--- src/design/duplicate_packet_filter_crc32_core_macros.svh ---
// Assertion helpers used by the top-level design file.
`ifndef DUPLICATE_PACKET_FILTER_CRC32_CORE_MACROS_SVH
`define DUPLICATE_PACKET_FILTER_CRC32_CORE_MACROS_SVH

// Same-cycle implication, checked outside reset.
`define DPF_ASSERT_IMP(label, ante, cons, msg) \
    label: assert property (@(posedge i_clk) disable iff (!i_rst_n) (ante) |-> (cons)) \
        else $error(msg);

// Next-cycle implication, checked outside reset.
`define DPF_ASSERT_NXT(label, ante, cons, msg) \
    label: assert property (@(posedge i_clk) disable iff (!i_rst_n) (ante) |=> (cons)) \
        else $error(msg);

`endif

--- src/design/dpf_pkg.sv ---
package dpf_pkg;

    localparam int HISTORY_DEPTH = 16;
    localparam int HIST_IDX_W    = (HISTORY_DEPTH > 1) ? $clog2(HISTORY_DEPTH) : 1;

    localparam logic [31:0] CRC_POLY     = 32'hEDB8_8320;
    localparam logic [31:0] CRC_ALL_ONES = 32'hFFFF_FFFF;

    // Finished packet CRC handed from the CRC unit to the history
    typedef struct packed {
        logic        done;
        logic [31:0] crc;
    } t_crc_res;

    // One result beat
    typedef struct packed {
        logic        is_new;
        logic [31:0] crc;
    } t_result;

    // Reflected CRC-32 update over one byte, LSB first
    function automatic logic [31:0] crc32_byte(input logic [31:0] crc_in,
                                               input logic [7:0]  data);
        logic [31:0] c;
        c = crc_in ^ {24'h0, data};
        for (int b = 0; b < 8; b++) begin
            if (c[0]) begin
                c = (c >> 1) ^ CRC_POLY;
            end else begin
                c = c >> 1;
            end
        end
        return c;
    endfunction

endpackage

--- src/design/dpf_crc.sv ---
module dpf_crc
    import dpf_pkg::*;
(
    input  logic     i_clk,
    input  logic     i_rst_n,
    input  logic     i_accept,
    input  logic [7:0] i_data,
    input  logic     i_last,
    output t_crc_res o_res
);

    logic [31:0] r_crc;
    logic [31:0] n_crc;
    logic [31:0] w_upd;

    assign w_upd = crc32_byte(r_crc, i_data);

    always_comb begin
        n_crc = r_crc;
        if (i_accept) begin
            // restart for the next packet after the last beat
            n_crc = i_last ? CRC_ALL_ONES : w_upd;
        end
    end

    always_ff @(posedge i_clk) begin
        if (!i_rst_n) begin
            r_crc <= CRC_ALL_ONES;
        end else begin
            r_crc <= n_crc;
        end
    end

    assign o_res.done = i_accept & i_last;
    assign o_res.crc  = ~w_upd;

endmodule

--- src/design/dpf_hist.sv ---
module dpf_hist
    import dpf_pkg::*;
(
    input  logic     i_clk,
    input  logic     i_rst_n,
    input  t_crc_res i_res,
    output t_result  o_result
);

    logic [31:0]           r_entry [HISTORY_DEPTH];
    logic [HISTORY_DEPTH-1:0] r_valid;
    logic [HIST_IDX_W-1:0] r_slot;
    logic [HIST_IDX_W-1:0] n_slot;
    logic [HISTORY_DEPTH-1:0] w_hit;
    logic                  w_new;

    // compare against every live entry at once
    always_comb begin
        for (int i = 0; i < HISTORY_DEPTH; i++) begin
            w_hit[i] = r_valid[i] & (r_entry[i] == i_res.crc);
        end
    end

    assign w_new = ~(|w_hit);

    always_comb begin
        n_slot = r_slot;
        if (i_res.done && w_new) begin
            if (r_slot == HIST_IDX_W'(HISTORY_DEPTH - 1)) begin
                n_slot = '0;
            end else begin
                n_slot = r_slot + HIST_IDX_W'(1);
            end
        end
    end

    always_ff @(posedge i_clk) begin
        if (!i_rst_n) begin
            r_valid <= '0;
            r_slot  <= '0;
        end else begin
            r_slot <= n_slot;
            if (i_res.done && w_new) begin
                r_valid[r_slot] <= 1'b1;
            end
        end
    end

    always_ff @(posedge i_clk) begin
        if (i_res.done && w_new) begin
            r_entry[r_slot] <= i_res.crc;
        end
    end

    assign o_result.is_new = w_new;
    assign o_result.crc    = i_res.crc;

endmodule

--- src/design/dpf_skid.sv ---
module dpf_skid
    import dpf_pkg::*;
(
    input  logic    i_clk,
    input  logic    i_rst_n,
    input  logic    i_push,
    input  t_result i_data,
    output logic    o_ready,
    output logic    o_valid,
    input  logic    i_ready,
    output t_result o_data
);

    logic    r_out_valid;
    logic    r_skid_valid;
    t_result r_out;
    t_result r_skid;
    logic    w_load;

    assign w_load  = !r_out_valid || i_ready;
    assign o_ready = !r_skid_valid;

    always_ff @(posedge i_clk) begin
        if (!i_rst_n) begin
            r_out_valid  <= 1'b0;
            r_skid_valid <= 1'b0;
        end else if (w_load) begin
            r_out_valid  <= r_skid_valid || i_push;
            r_skid_valid <= 1'b0;
        end else if (i_push) begin
            r_skid_valid <= 1'b1;
        end
    end

    always_ff @(posedge i_clk) begin
        if (w_load) begin
            r_out <= r_skid_valid ? r_skid : i_data;
        end else if (i_push) begin
            // hold the beat until the output register frees up
            r_skid <= i_data;
        end
    end

    assign o_valid = r_out_valid;
    assign o_data  = r_out;

endmodule

--- src/design/duplicate_packet_filter_crc32_core.sv ---
// Duplicate packet filter keyed on CRC-32 (reflected, init and final XOR all ones).
// Input stream: one payload byte per beat in i_s_tdata, i_s_tlast on the final
// byte of a packet. Every packet has at least one byte.
// Output stream: one beat per packet, carrying the packet CRC in o_m_tdata and
// the new/duplicate flag in o_m_tuser (1 = CRC not seen among recent packets).
// Throughput: one byte per cycle while o_s_tready is high. The byte CRC update, the
// parallel compare against the 16-entry history and the history write all happen in
// the cycle the final byte is accepted; the result beat is registered and is valid on
// the next cycle when the output register is free, else it waits in the skid stage.
// New CRCs fill the history in order and overwrite the oldest entry once full;
// duplicates leave it untouched.
// Reset sets the running CRC to all ones and clears all history valid marks and the write slot.
// A stalled receiver is absorbed by an output register plus a skid stage:
// bytes keep flowing until two results wait, then o_s_tready drops until
// the receiver takes one.
module duplicate_packet_filter_crc32_core
    import dpf_pkg::*;
(
    input  logic        i_clk,
    input  logic        i_rst_n,
    input  logic        i_s_tvalid,
    output logic        o_s_tready,
    input  logic [7:0]  i_s_tdata,    // [7:0] data_byte
    input  logic        i_s_tlast,
    output logic        o_m_tvalid,
    input  logic        i_m_tready,
    output logic [31:0] o_m_tdata,    // [31:0] packet_crc
    output logic [0:0]  o_m_tuser     // [0] is_new
);

`include "duplicate_packet_filter_crc32_core_macros.svh"

    logic     w_accept;
    t_crc_res w_crc_res;
    t_result  w_result;
    t_result  w_out;

    assign w_accept = i_s_tvalid & o_s_tready;

    dpf_crc u_crc (
        .i_clk    (i_clk),
        .i_rst_n  (i_rst_n),
        .i_accept (w_accept),
        .i_data   (i_s_tdata),
        .i_last   (i_s_tlast),
        .o_res    (w_crc_res)
    );

    dpf_hist u_hist (
        .i_clk    (i_clk),
        .i_rst_n  (i_rst_n),
        .i_res    (w_crc_res),
        .o_result (w_result)
    );

    dpf_skid u_skid (
        .i_clk   (i_clk),
        .i_rst_n (i_rst_n),
        .i_push  (w_crc_res.done),
        .i_data  (w_result),
        .o_ready (o_s_tready),
        .o_valid (o_m_tvalid),
        .i_ready (i_m_tready),
        .o_data  (w_out)
    );

    assign o_m_tdata    = w_out.crc;
    assign o_m_tuser[0] = w_out.is_new;

    `DPF_ASSERT_NXT(a_result_crc, w_crc_res.done && !o_m_tvalid, o_m_tvalid && (o_m_tdata == $past(w_result.crc)), "result CRC not presented after final byte")
    `DPF_ASSERT_NXT(a_result_flag, w_crc_res.done && !o_m_tvalid, o_m_tuser[0] == $past(w_result.is_new), "result flag not presented after final byte")
    `DPF_ASSERT_IMP(a_stall_cause, !o_s_tready, o_m_tvalid && $past(o_m_tvalid && !i_m_tready), "input stalled without a held result")

endmodule
--- config.mk ---
export PLATFORM = sky130hd
export DESIGN_NAME = duplicate_packet_filter_crc32_core
export DESIGN_NICKNAME = d
export VERILOG_FILES = /design/src/design/dpf_pkg.sv /design/src/design/dpf_crc.sv /design/src/design/dpf_hist.sv /design/src/design/dpf_skid.sv /design/src/design/duplicate_packet_filter_crc32_core.sv
export VERILOG_INCLUDE_DIRS = /design/src /design/src/design
export SDC_FILE = /design/constraint.sdc
export NUM_CORES = 1
export LEC_CHECK = 0
export ABC_AREA = 0
export CORE_AREA = 2 2 275 209
export CTS_BUF_LIST = sky130_fd_sc_hd__clkbuf_8
export DETAILED_ROUTE_END_ITERATION = 10
export DIE_AREA = 0 0 277 211
export DONT_BUFFER_PORTS = 1
export PLACE_DENSITY_LB_ADDON = 0.25
export SYNTH_ARGS = -nofsm -noshare
export SYNTH_HDL_FRONTEND = slang
export SYNTH_HIERARCHICAL = 1
export SYNTH_SLANG_ARGS = --single-unit
--- constraint.sdc ---
create_clock -name i_clk -period 6.55 [get_ports i_clk]
set_input_delay 0 -clock i_clk [delete_from_list [all_inputs] [get_ports i_clk]]
set_output_delay 0 -clock i_clk [all_outputs]
set_load 0.05 [all_outputs]
==> results.md <==
- CP top delay family: XOR/XNOR gates
- Clock Skew: 44.1 ps
- Crit-path most repeated cell: nor4_1
- Core Rows: 75
- Post-CTS Setup Inserts: 0
- Slew Limit Fails: 0
- Worst-path clk slew: 60 ps
- Synth Warn #: 6
- Final hold vios: 0
- Initial Util: 51.8%
- TritonCTS clock tree: yes
- Post-synth EDFFs: 578
- Clock power frac: 17.3%
- Setup TNS: 0 ps
- Largest area contributor in the netlist: edfxtp_1
- Final Cell Area: 31,700 um2
- Slowest stage delay, CP: 680 ps
- Syn Area/Cell: 14.9 um2
- Drt via density: 5.89
- Ant. Diodes: 0
- # nets final: 2,028
- Crit share post-route: 91.0%
- Worst EP arrival: 6340 ps
- Status: complete, no violations
- Critical path buffers and inverters: 2
- Internal: 9.90 mW
- WL per Instance: 25.8 um
- Ports: 48
- IR Drop Worst-Case VDD: 0.663 mV
- Htree depth: 3
- Final number of setup-violating endpoints: 0
- Bufs on Longest Clock Path: 3
- Net Sw Frac: 43.5%
- Initial antenna violation count: 1
- DRC errors left: 0
- Routed wire length: 72,600 um
- Post-DP Area: 29,900 um2
- Gr ovfl total: 0
- Fraction of registers with async set/reset: 0%
- Fmax: 168 MHz
- Final core utilization: 57.1%
- CTS Root Cell: clkbuf_8
- Leak: 10.5 nW
- Post-synthesis cell count: 1,928
- Core footprint: 55,600 um2
- Total chip power: 17.5 mW
- RSZ-0062 raised after global routing: false
- Fin crit period: 5960 ps
- Sinks on Clock Net: 632
- Via count: 16,600
- Initial drt markers: 1,851
- WP data required: 6920 ps
- IO Port Bufs: 0
- Dpl cells: 2,636
- Gpl congestion: 0.946
- CTS buffer count: 95
- Worst slew pin tran: 1190 ps
- Post-synth top flop: edfxtp_1
- Layout Cells excl Fill: 2,817
- Worst slack, placed: 723 ps
- Mapped cell area: 28,800 um2
- Die Height: 211 um
- Fill count: 4,391
- Worst setup EP type: flip-flop
- Hold crit path type: in -> reg
- Maxcap violations: 0
- DIE AREA: 58,400 um2
- WS Path Type: reg -> reg
- Worst-skew pair later-pin latency: 710 ps
- Hpwl dp: 43,900 um
- Final WS setup: 589 ps
- Post-synth top area share: 60.3%
- Yosys cell types: 61
- Global-route wire length before repair: 108,000 um
- Slowest cell on crit path: xnor3_1
- Vias in the first global route: 16,500
- Seq pwr share: 34.1%
- Pwr/cell area: 552 nW/um2
- Antenna-violating nets left: 0
- Pre-antenna DRT Iters: 5
- GR Util All Layers: 25.0%
- Area Growth Syn to Fin: 10.3%
- #FFs+latches synth: 632
- Mapped Nets: 1,945
- Layout cells sized above 1: 14.6%
- Sequential-to-total area share from yosys stat: 64.1%
- Slew Limit Headroom: 20.2%
- CP Launch Type: flip-flop
- Combinational share of power: 48.6%
- Hold Worst Slack: 60.5 ps
- Sw Pwr: 7.61 mW
- Pin count of the biggest net entering global routing: 43
- Area contributors post-synth: edfxtp_1 60%, xor2_1 9.2%, xnor2_1 7.9%
- Max FO, Critical Path: 21
- Die X: 277 um
- Critical path, cell by cell: xnor2_1 -> xnor3_1 -> xnor2_2 -> xor3_2 -> buf_12 -> xor2_1 -> nor4_1 -> nand4_1 -> nor4_1 -> or4_1 -> nor4_2 -> and2_1 -> and3_1 -> buf_4
[synth_stat cells (all sizes together), types with 11 or more instances]
cell and instances:
dfxtp 54, buf 105, nand4b 16, nand3 17
nor3 21, and3 17, edfxtp 578, xor2 304
xnor2 272, mux2 33, o211ai 11, inv 14
o21ai 15, a32o 17, nand2 70, nand4 106
nor4 140, nor4b 12, nor2 29
[path summary, 6_finish.rpt]
kind | start | endpoint | slack, ps | depth (start not counted)
worst max-delay path | u_crc/r_crc[0] | u_hist/r_entry[4][26] | 590 | 14
worst min-delay path | i_s_tdata[7] | u_crc/r_crc[31] | 60 | 5
worst max register to register | u_crc/r_crc[0] | u_hist/r_entry[4][26] | 590 | 14
worst min register to register | u_crc/r_crc[30] | u_crc/r_crc[30] | 500 | 1
[state kept, by name, indices dropped and copies added (netlist names)]
signal / cells
u_hist/r_entry: 512
u_hist/r_slot: 4
u_hist/r_valid: 16
u_skid/r_skid: 33
u_crc/r_crc: 32
u_skid/o_valid: 1
u_skid/r_skid_valid: 1
u_skid/o_data: 33
[power by group through the flow]
| stage | clock (mW) | combinational, mW | sequential, mW |
|---|---|---|---|
| 2_1_floorplan | 0 | 5.58 | 6.03 |
| 4_1_cts | 3.10 | 8.45 | 5.98 |
| 3_3_place_gp | 0 | 8.33 | 6.06 |
| 6_report | 3.03 | 8.51 | 5.98 |
| 5_1_grt | 3.26 | 8.99 | 5.99 |
| 3_5_place_dp | 0 | 8.40 | 6.06 |
[cells by family after synthesis]
family	count (synthesis)	synth area share, %
buffers and inverters	132	3.82
AND/OR/NAND/NOR	474	9.79
AO/OA/AOI/OAI	67	1.81
XOR/XNOR	584	18.6
multiplexers	35	1.73
adder cells (fa/ha/maj)	4	0.174
flip-flops	632	64.1
[per-layer routing]
| metal | track usage (%) | part of all wire, % |
|---|---|---|
| met3 | 5.13 | 7.9 |
| met5 | 0 | 0 |
| met2 | 37.3 | 44 |
| met4 | 7.16 | 2.5 |
| met1 | 37.2 | 46 |
[layout by cell type (no fill, tap or decap), types with 5 or more instances in the layout]
cell type and n:
dlygate4sd3_1 8, clkinv_2 7, xor2_1 294, nand3_1 17, nand4b_1 16, nor2_1 27, clkbuf_8 104, dfxtp_1 53
buf_4 78, o211ai_1 11, nand2_1 70, o21ai_0 12, edfxtp_1 578, or3b_2 5, and3_1 17, a32o_1 17
a211o_1 10, buf_12 18, a21oi_1 5, xnor2_2 24, nand4_1 106, xnor2_1 244, or4_1 5, and2_1 8
mux2_2 5, nor2b_1 8, inv_1 54, xor2_4 8, nor4b_1 12, nor3_1 21, and3b_1 5, mux2_4 28
clkinv_1 14, nor4_1 138
[area by class of cell]
cell class | instances | area [um2] | area share (%)
Tap cell | 731 | 915 | 2.88
Timing Repair Buffer | 104 | 1030 | 3.23
Multi-Input combinational cell | 1164 | 9550 | 30.1
Sequential cell | 632 | 18400 | 58.1
Clock buffer | 104 | 1430 | 4.51
Inverter | 14 | 52.6 | 0.166
Clock inverter | 68 | 329 | 1.04
[tightest hold or removal path: stages]
cell     delay [ps]
xnor2_2         260
xnor2_4         220
nand2_1         110
o21ai_0          80
nand2_1          60
[timing repair]
item / 4_1_cts / 5_1_grt
endpoints found under the hold margin: 76 / 0
resized for setup: 0 / 0
setup endpoints to repair: 0 / 0
hold buffers: 9 / 0
Note: power is estimated with default switching activity, not from simulation.
